`src/hdl/xxrf_pkg.sv`:
```
// ----------------------------------------------------------------------------
// XON/XOFF receive FIFO package
// Shared types, codes and default values for the receive FIFO with
// XON/XOFF flow control.
// ----------------------------------------------------------------------------
package xxrf_pkg;

   localparam int DEPTH_DEFAULT = 8;

   localparam logic [7:0] UPPER_LIMIT_RESET = 8'd7;
   localparam logic [7:0] LOWER_LIMIT_RESET = 8'd5;
   localparam logic [7:0] END_MARKER_RESET  = 8'd26;

   localparam logic       CMD_PUSH = 1'b0;
   localparam logic       CMD_POP  = 1'b1;

   localparam logic [1:0] FLOW_NONE = 2'd0;
   localparam logic [1:0] FLOW_XOFF = 2'd1;
   localparam logic [1:0] FLOW_XON  = 2'd2;

   localparam logic [1:0] CSR_UPPER_LIMIT = 2'd0;
   localparam logic [1:0] CSR_LOWER_LIMIT = 2'd1;
   localparam logic [1:0] CSR_END_MARKER  = 2'd2;

   typedef struct packed {
      logic       cmd;
      logic [7:0] rx_byte;
   } req_type;

   typedef struct packed {
      logic [1:0] flow_request;
      logic [7:0] read_byte;
      logic       read_valid;
      logic       empty_flag;
      logic       end_seen;
      logic       dropped;
      logic [3:0] fill_level;
   } rsp_type;

   typedef struct packed {
      logic [7:0] upper_limit;
      logic [7:0] lower_limit;
      logic [7:0] end_marker;
   } cfg_type;

endpackage

```
`src/hdl/xxrf_csr.sv`:
```
// ----------------------------------------------------------------------------
// XON/XOFF receive FIFO control registers
// Holds the flow control limits and the end-of-file marker.
// ----------------------------------------------------------------------------
module xxrf_csr (
   input  logic             clock,
   input  logic             reset,
   input  logic             csr_we,
   input  logic [1:0]       csr_index,
   input  logic [7:0]       csr_wdata,
   output xxrf_pkg::cfg_type cfg
);
   import xxrf_pkg::*;

   cfg_type cfg_ff;
   cfg_type cfg_in;

   always_comb begin
      cfg_in = cfg_ff;
      if (csr_we) begin
         unique case (csr_index)
            CSR_UPPER_LIMIT: cfg_in.upper_limit = csr_wdata;
            CSR_LOWER_LIMIT: cfg_in.lower_limit = csr_wdata;
            CSR_END_MARKER:  cfg_in.end_marker  = csr_wdata;
            default:         cfg_in = cfg_ff;
         endcase
      end
   end

   always_ff @(posedge clock) begin
      if (reset) begin
         cfg_ff.upper_limit <= UPPER_LIMIT_RESET;
         cfg_ff.lower_limit <= LOWER_LIMIT_RESET;
         cfg_ff.end_marker  <= END_MARKER_RESET;
      end else begin
         cfg_ff <= cfg_in;
      end
   end

   assign cfg = cfg_ff;

endmodule

```
`src/hdl/xxrf_core.sv`:
```
// ----------------------------------------------------------------------------
// XON/XOFF receive FIFO core
// Ring buffer state, flow control decision and result register. The head
// word is read ahead into a register so that a pop finds it ready.
// ----------------------------------------------------------------------------
module xxrf_core #(
   parameter int DEPTH = xxrf_pkg::DEPTH_DEFAULT
) (
   input  logic              clock,
   input  logic              reset,
   input  logic              in_valid,
   input  xxrf_pkg::req_type in_data,
   input  xxrf_pkg::cfg_type cfg,
   output logic              out_valid,
   output xxrf_pkg::rsp_type out_data
);
   import xxrf_pkg::*;

   localparam int IdxW = $clog2(DEPTH);
   localparam int CntW = $clog2(DEPTH + 1);
   localparam int CmpW = (CntW > 8) ? CntW : 8;

   logic [7:0]      mem [DEPTH];
   logic [7:0]      head_word_ff;
   logic [IdxW-1:0] head_ff, head_in;
   logic [IdxW-1:0] tail_ff, tail_in;
   logic [CntW-1:0] count_ff, count_in;
   logic            paused_ff, paused_in;
   logic            wr_en;
   logic            out_valid_ff;
   rsp_type         out_data_ff, out_data_in;
   logic            at_upper, at_lower;

   function automatic logic [IdxW-1:0] next_slot(input logic [IdxW-1:0] idx);
      logic [IdxW-1:0] nxt;
      nxt = (idx == IdxW'(DEPTH - 1)) ? '0 : idx + 1'b1;
      return nxt;
   endfunction

   assign at_upper = CmpW'(count_ff) >= CmpW'(cfg.upper_limit);
   assign at_lower = CmpW'(count_ff) <= CmpW'(cfg.lower_limit);

   always_comb begin
      head_in     = head_ff;
      tail_in     = tail_ff;
      count_in    = count_ff;
      paused_in   = paused_ff;
      wr_en       = 1'b0;
      out_data_in = '0;
      if (in_valid) begin
         if (in_data.cmd == CMD_PUSH) begin
            if (at_upper && !paused_ff) begin
               out_data_in.flow_request = FLOW_XOFF;
               paused_in                = 1'b1;
            end
            if (in_data.rx_byte == cfg.end_marker) begin
               out_data_in.end_seen = 1'b1;
            end else if (count_ff == CntW'(DEPTH)) begin
               out_data_in.dropped = 1'b1;
            end else begin
               wr_en    = 1'b1;
               tail_in  = next_slot(tail_ff);
               count_in = count_ff + 1'b1;
            end
         end else begin
            if (count_ff == '0) begin
               out_data_in.empty_flag = 1'b1;
            end else begin
               if (at_lower && paused_ff) begin
                  out_data_in.flow_request = FLOW_XON;
                  paused_in                = 1'b0;
               end
               out_data_in.read_byte  = head_word_ff;
               out_data_in.read_valid = 1'b1;
               head_in                = next_slot(head_ff);
               count_in               = count_ff - 1'b1;
            end
         end
      end
      out_data_in.fill_level = 4'(count_in);
   end

   always_ff @(posedge clock) begin
      if (wr_en) begin
         mem[tail_ff] <= in_data.rx_byte;
      end
      if (wr_en && (tail_ff == head_in)) begin
         head_word_ff <= in_data.rx_byte;
      end else begin
         head_word_ff <= mem[head_in];
      end
   end

   always_ff @(posedge clock) begin
      if (reset) begin
         head_ff      <= '0;
         tail_ff      <= '0;
         count_ff     <= '0;
         paused_ff    <= 1'b0;
         out_valid_ff <= 1'b0;
      end else begin
         head_ff      <= head_in;
         tail_ff      <= tail_in;
         count_ff     <= count_in;
         paused_ff    <= paused_in;
         out_valid_ff <= in_valid;
      end
   end

   always_ff @(posedge clock) begin
      out_data_ff <= out_data_in;
   end

   assign out_valid = out_valid_ff;
   assign out_data  = out_data_ff;

endmodule

```
`src/hdl/xon_xoff_receive_fifo_unit.sv`:
```
// ----------------------------------------------------------------------------
// XON/XOFF receive FIFO unit
// Receive byte FIFO that asks the sender to pause (XOFF) and resume (XON)
// with hysteresis between an upper and a lower fill limit.
//
//   Channel   Direction  Handshake          Word
//   command   in         start, busy        req_data  (cmd, rx_byte)
//   result    out        rsp_valid strobe   rsp_data  (flags, byte, level)
//   control   in         csr_we             csr_index, csr_wdata
//
// One command word is taken every cycle; its result is registered first
// in the input register and then in the result register, around the
// single stage of FIFO logic. Busy is never raised.
// Reset is synchronous; the buffer needs no clearing.
// The result strobe lasts one cycle and cannot be held off.
// ----------------------------------------------------------------------------
module xon_xoff_receive_fifo_unit #(
   parameter int DEPTH = xxrf_pkg::DEPTH_DEFAULT
) (
   input  logic              clock,
   input  logic              reset,
   input  logic              start,
   output logic              busy,
   input  xxrf_pkg::req_type req_data,
   output logic              rsp_valid,
   output xxrf_pkg::rsp_type rsp_data,
   input  logic              csr_we,
   input  logic [1:0]        csr_index,
   input  logic [7:0]        csr_wdata
);
   import xxrf_pkg::*;

   logic    in_valid_ff;
   req_type in_data_ff;
   cfg_type cfg;

   assign busy = 1'b0;

   always_ff @(posedge clock) begin
      if (reset) begin
         in_valid_ff <= 1'b0;
      end else begin
         in_valid_ff <= start && !busy;
      end
   end

   always_ff @(posedge clock) begin
      if (start && !busy) begin
         in_data_ff <= req_data;
      end
   end

   xxrf_csr u_csr (
      .clock     (clock),
      .reset     (reset),
      .csr_we    (csr_we),
      .csr_index (csr_index),
      .csr_wdata (csr_wdata),
      .cfg       (cfg)
   );

   xxrf_core #(
      .DEPTH (DEPTH)
   ) u_core (
      .clock     (clock),
      .reset     (reset),
      .in_valid  (in_valid_ff),
      .in_data   (in_data_ff),
      .cfg       (cfg),
      .out_valid (rsp_valid),
      .out_data  (rsp_data)
   );

   a_latency: assert property (@(posedge clock) disable iff (reset)
      (start && !busy) |-> ##2 rsp_valid)
      else $error("Accepted word produced no result two cycles later.");

   a_one_outcome: assert property (@(posedge clock) disable iff (reset)
      rsp_valid |-> $onehot0({rsp_data.read_valid, rsp_data.empty_flag,
                              rsp_data.end_seen, rsp_data.dropped}))
      else $error("Result carries more than one outcome.");

   a_flow_code: assert property (@(posedge clock) disable iff (reset)
      rsp_valid |-> (rsp_data.flow_request != 2'd3))
      else $error("Undefined flow request code.");

   a_drop_full: assert property (@(posedge clock) disable iff (reset)
      (rsp_valid && rsp_data.dropped) |-> (rsp_data.fill_level == 4'(DEPTH)))
      else $error("Word dropped while the buffer was not full.");

endmodule
```
`config.mk`:
```
export PLATFORM = sky130hd
export DESIGN_NAME = xon_xoff_receive_fifo_unit
export DESIGN_NICKNAME = d
export VERILOG_FILES = /design/src/hdl/xxrf_pkg.sv /design/src/hdl/xxrf_csr.sv /design/src/hdl/xxrf_core.sv /design/src/hdl/xon_xoff_receive_fifo_unit.sv
export SDC_FILE = /design/constraint.sdc
export NUM_CORES = 1
export LEC_CHECK = 0
export BUFFER_PORTS_ARGS = -buffer_cell sky130_fd_sc_hd__buf_2
export CAP_MARGIN = 20
export CORE_MARGIN = 1.5
export CORE_UTILIZATION = 30
export CTS_CLUSTER_SIZE = 8
export DETAILED_ROUTE_END_ITERATION = 8
export PLACE_DENSITY_LB_ADDON = 0.05
export RECOVER_POWER = 100
export SLEW_MARGIN = 20
export SYNTH_ARGS = -nofsm -noshare
export SYNTH_HDL_FRONTEND = slang
export SYNTH_SLANG_ARGS = --single-unit
```
`constraint.sdc`:
```
create_clock -name clock -period 3.9 [get_ports clock]
set_clock_uncertainty 0.05 [all_clocks]
set_input_delay 0.585 -clock clock [delete_from_list [all_inputs] [get_ports clock]]
set_output_delay 0.585 -clock clock [all_outputs]
set_load 0.005 [all_outputs]
```
Word level (Yosys, flattened, before mapping)
Memories as Yosys holds them, arrays and structs flattened. A register that Yosys moved wholly into a read port is not among the register bits.
Cells that the tools add are included.
- memory bits (writable): 64
- output and inout bits: 20
- input bits: 23
- flip-flop bits (word level): 64
- word-level logic and storage cells: 79
- memories: 1
- memory list (memory ; depth ; width ; read ports ; clocked after Yosys merged registers in ; write ports ; line ; source):
    u_core.mem ; 8 ; 8 ; 1 ; 1 ; 1 ; xxrf_core.sv:23 ; logic [7:0] mem [DEPTH];
- reductions and logical operators: 15
- $add $sub $neg: 4
- eq/ne operators: 8
- bitwise operators: 4
- magnitude comparators: 2
- multiplexer cells: 27
- operators by type and width (operator ; count):
    4-bit two-way mux ; 5
    3-bit two-way mux ; 5
    1-bit two-way mux ; 14
    11-bit two-way mux ; 1
    8-bit == test ; 1
    4-bit by 8-bit >= comparator with 1-bit output ; 1
    4-bit by 8-bit less-or-equal comparator with 1-bit output ; 1
    2-bit AND reduction ; 4
    4-bit AND reduction ; 2
    3-bit by 1-bit adder with 3-bit output (second input constant) ; 2
    3-bit == test (second input constant) ; 2
    3-bit OR reduction ; 2
    4-bit by 1-bit adder with 4-bit output (second input constant) ; 1
    4-bit == test (second input constant) ; 1
    4-bit logical NOT ; 1
    2-bit two-way mux ; 2
    1-bit inverter ; 4
    4-bit by 1-bit subtractor with 4-bit output (second input constant) ; 1
    2-bit by 1-bit == test with 1-bit output (second input constant) ; 1
    2-bit == test (second input constant) ; 1
    1-bit logical AND ; 2
    2-bit logical NOT ; 1
    2-bit by 1-bit != test with 1-bit output (second input constant) ; 1
    2-bit != test (second input constant) ; 1
    other kinds (3) ; 3

Depth between registers and ports, before layout
- depth in word-level cells: 7
- gate-level depth with buffers: 8

By module
From an unflattened synthesis, not the netlist that was laid out.
- cells, all modules: 367
- area, all modules: 5292.6 um2
- by module, submodules not included (module ; cells an instance ; times used ; area an instance (um2)):
    xxrf_core ; 258 ; 1 ; 3983.8
    xxrf_csr ; 96 ; 1 ; 993.5
    xon_xoff_receive_fifo_unit ; 13 ; 1 ; 315.3

Least setup slack after synthesis
No wires, ideal clock.
- path type: register to register
- start: register u_core.count_ff[0]
- end: memory u_core.mem[2][0] (enable)
- stages on the path, launching flop included: 6
- setup slack: 1.333 ns
- data required time: 3.452 ns
- clock period less this slack: 2.567 ns
- arrival time: 2.119 ns
- library setup time: 0.398 ns
- path through: dfxtp_1 > inv_1 > ha_1 > nand3b_1 > nand3_1 > nor4b_1
- word-level cells in the longest chain between the ends: 7
- RTL lines (item ; line ; source):
    start, declared ; xxrf_core.sv:27 ; logic [CntW-1:0] count_ff, count_in;
    start signal, assigned ; xxrf_core.sv:104 ; count_ff <= count_in;
    4-bit == test ; xxrf_core.sv:58 ; end else if (count_ff == CntW'(DEPTH)) begin
    1-bit two-way mux ; xxrf_core.sv:58 ;
    1-bit two-way mux ; xxrf_core.sv:56 ; if (in_data.rx_byte == cfg.end_marker) begin
    1-bit two-way mux ; xxrf_core.sv:51 ; if (in_data.cmd == CMD_PUSH) begin
    1-bit two-way mux ; xxrf_core.sv:50 ; if (in_valid) begin
    1-bit two-way mux ; xxrf_core.sv:84 ; if (wr_en) begin
    1-bit two-way mux (implied by the code) ; xxrf_core.sv:85 ; mem[tail_ff] <= in_data.rx_byte;
    end, declared ; xxrf_core.sv:23 ;
Every way passes these cells.

Final worst setup path
- start: register in_data_ff[6] (netlist bit)
- end: memory u_core.mem[7][4] (enable)
- word-level cells in the longest chain between the ends: 6
- RTL lines (item ; line ; source):
    start, declared ; xon_xoff_receive_fifo_unit.sv:34 ; req_type in_data_ff;
    start signal, assigned ; xon_xoff_receive_fifo_unit.sv:49 ; in_data_ff <= req_data;
    8-bit == test ; xxrf_core.sv:56 ;
    1-bit two-way mux ; xxrf_core.sv:56 ;
    1-bit two-way mux ; xxrf_core.sv:51 ;
    1-bit two-way mux ; xxrf_core.sv:50 ;
    1-bit two-way mux ; xxrf_core.sv:84 ;
    1-bit two-way mux (implied by the code) ; xxrf_core.sv:85 ;
Every way passes these cells.

==> metrics.txt <==
io pins 43; global placer's final weighted congestion around 0.82; CTS root buf clkbuf_16; Setup Viol. Count Final 0; TritonCTS clock tree yes; number of global-route vias before repair around 3,200; Worst slew margin 0.111; Setup Crit Path Kind flop to flop; Worst-Skew Late Latency between 0.4 and 0.5 ns; HP Class primary input to flop; FMAX approximately 350 MHz; GR Util All Layers 0.139; setup TNS 0 ns; area grow syn2layout 19.3%; Yosys reg bits around 130; TritonCTS buffer count 17; synth top area cells edfxtp_1, dfxtp_1, mux4_2; Reg clk slew, reported paths roughly 0.050 ns; Critical Path RT 3.90 ns; Port Buffer Count 41; diodes inserted 0; commonest non-fill, non-tap cells in the layout edfxtp_1, dfxtp_1, nor2_1; leakage power 2.34 nW; RSZ-0062 raised after global routing no; Hold-fix buffers, CTS 0; Worst VDD drop roughly 0.3 mV; Yosys cell types between 40 and 50; Ys Warns 0; Final ANT Viol Nets 0; number of synthesized flops with an enable pin 73; # H-tree levels 4; Net Count, Synth just over 400; die height approximately 130 µm; CTS Sinks ~130; drt via density between 4 and 5; Post-layout nets 457; wire per inst between 15 and 20 µm; Post-Route WL approximately 11,000 µm; sequential fraction of the synthesis area 0.652; Overflow after GRT 0; period utilization 0.731; clk buf depth 2; Syn Inst Count 368; reg2reg setup slack roughly 1.0 ns; P per Cell Area around 530 nW/µm²; Hold WS 0.298 ns; ys async rst share 0; largest net degree at the start of global routing 27; first-pass GRT wire length between 15,000 and 20,000 µm; cell taking the most area after synthesis edfxtp_1; status finished clean; Die ar. 17,900 µm²; final critical-path required period approximately 2.9 ns; crit start category flop; layout cells sized above 1 0.180; ys flop type edfxtp_1; via count 2,988; Netlist Area Pre-Place ~5100 µm²; most common cell after layout, fill and taps aside edfxtp_1; share of the synthesized area in the top cell type 0.426; cts repair resizes 0; Setup crit end kind flop; # DRC 0; Slew Viols, Final 0; starting density of the core 0.309; initial antenna violation count 0; total of max-cap violations 0; Mean Syn Cell Area between 10 and 15 µm²; drt pass-1 iters 4; Die X between 100 and 150 µm; HPWL after DPL 7700 µm; # rows 47; Max FO, Critical Path 9; Post CTS Setup Buffer Count 0; 1st-iter DRT viols between 150 and 200; core area between 15,000 and 20,000 µm²; slew at the pin closest to its max-slew limit 1.33 ns; final hold vios 0; CP arrival 2.85 ns
cell families after synthesis:
logic type / Yosys count / synth area share
muxes: 50 / 0.136
xor gates and xnor gates: 9 / 0.0153
adders and majority gates: 14 / 0.0340
other: 1 / 0.000729
AOI/OAI and AO/OA: 24 / 0.0299
DFF: 131 / 0.652
buffers and inverters: 32 / 0.0250
and+or+nand+nor: 107 / 0.107
through the flow:
stage	cells	util	setup slack, ns	area [µm²]	power, W
6_report	653	0.369	1.05	6140	0.00326
5_1_grt	653	0.369	0.750	6140	0.00340
3_3_place_gp	621	0.339	1.24	5650	0.00174
3_5_place_dp	621	0.339	1.12	5650	0.00174
2_1_floorplan	368	-	1.33	5140	0.00167
4_1_cts	653	0.374	1.11	6220	0.00332
report_power, final:
part	internal, W	leakage [nW]	switching, W
logic	0.0000781	0.921	0.0000831
clock network	0.000990	0.279	0.000566
registers	0.00150	1.14	0.0000451
total	0.00257	2.34	0.000694
worst max-delay path, stage by stage (launching register included):
cell	delay, ns
edfxtp_1	0.51
xor2_1	0.19
nor4_1	0.75
nand2_2	0.22
nand3_1	0.32
nor3_1	0.09
clkbuf_1	0.36
final timing paths:
check | from | endpoint | cells past startpoint
worst min-delay path | req_data[6] | in_data_ff[6]$_DFFE_PP_ | 1
worst min register to register | u_core.head_ff[2]$_SDFF_PP0_ | flop | 2
worst max register to register | in_data_ff[6]$_DFFE_PP_ | u_core.mem[7][4]$_DFFE_PP_ | 6
worst max-delay path | in_data_ff[6]$_DFFE_PP_ | u_core.mem[7][4]$_DFFE_PP_ | 6
sequential cells by signal (all words and copies together) (netlist names), named ones only:
register          count
u_core.head_ff        3
u_csr.cfg            24
u_core.tail_ff        3
in_data_ff            9
u_core.mem           64
u_core.out_data      18
u_core.out_valid      1
u_core.paused_ff      1
in_valid_ff           1
u_core.count_ff       4
Yosys cell counts (5+ instances only):
master and n:
inv_1 14, ha_1 14, nand2_1 25, dfxtp_1 58, clkbuf_1 10, xor2_1 8
nor3_1 7, edfxtp_1 73, mux2i_1 33, mux4_2 16, nor2b_1 5, nor2_1 35
a21oi_1 8
layout make-up:
class                           count  area, µm²
Multi-Input combinational cell    205       1650
Clock inverter                     13        140
Fill cell                        1603      10500
Sequential cell                   131       3350
Clock buffer                       19        433
Tap cell                          220        275
Inverter                           14       52.6
Timing Repair Buffer               51        235
metal layers:
| metal | global-route usage | part of all wire | up-vias |
|---|---|---|---|
| met5 | 0 | 0 | - |
| li1 | - | - | 1448 |
| met2 | 0.234 | 0.50 | 49 |
| met1 | 0.166 | 0.45 | 1475 |
| met3 | 0.0374 | 0.029 | 16 |
| met4 | 0.0634 | 0.020 | 0 |
No activity file was read; power rests on OpenSTA's default activity.
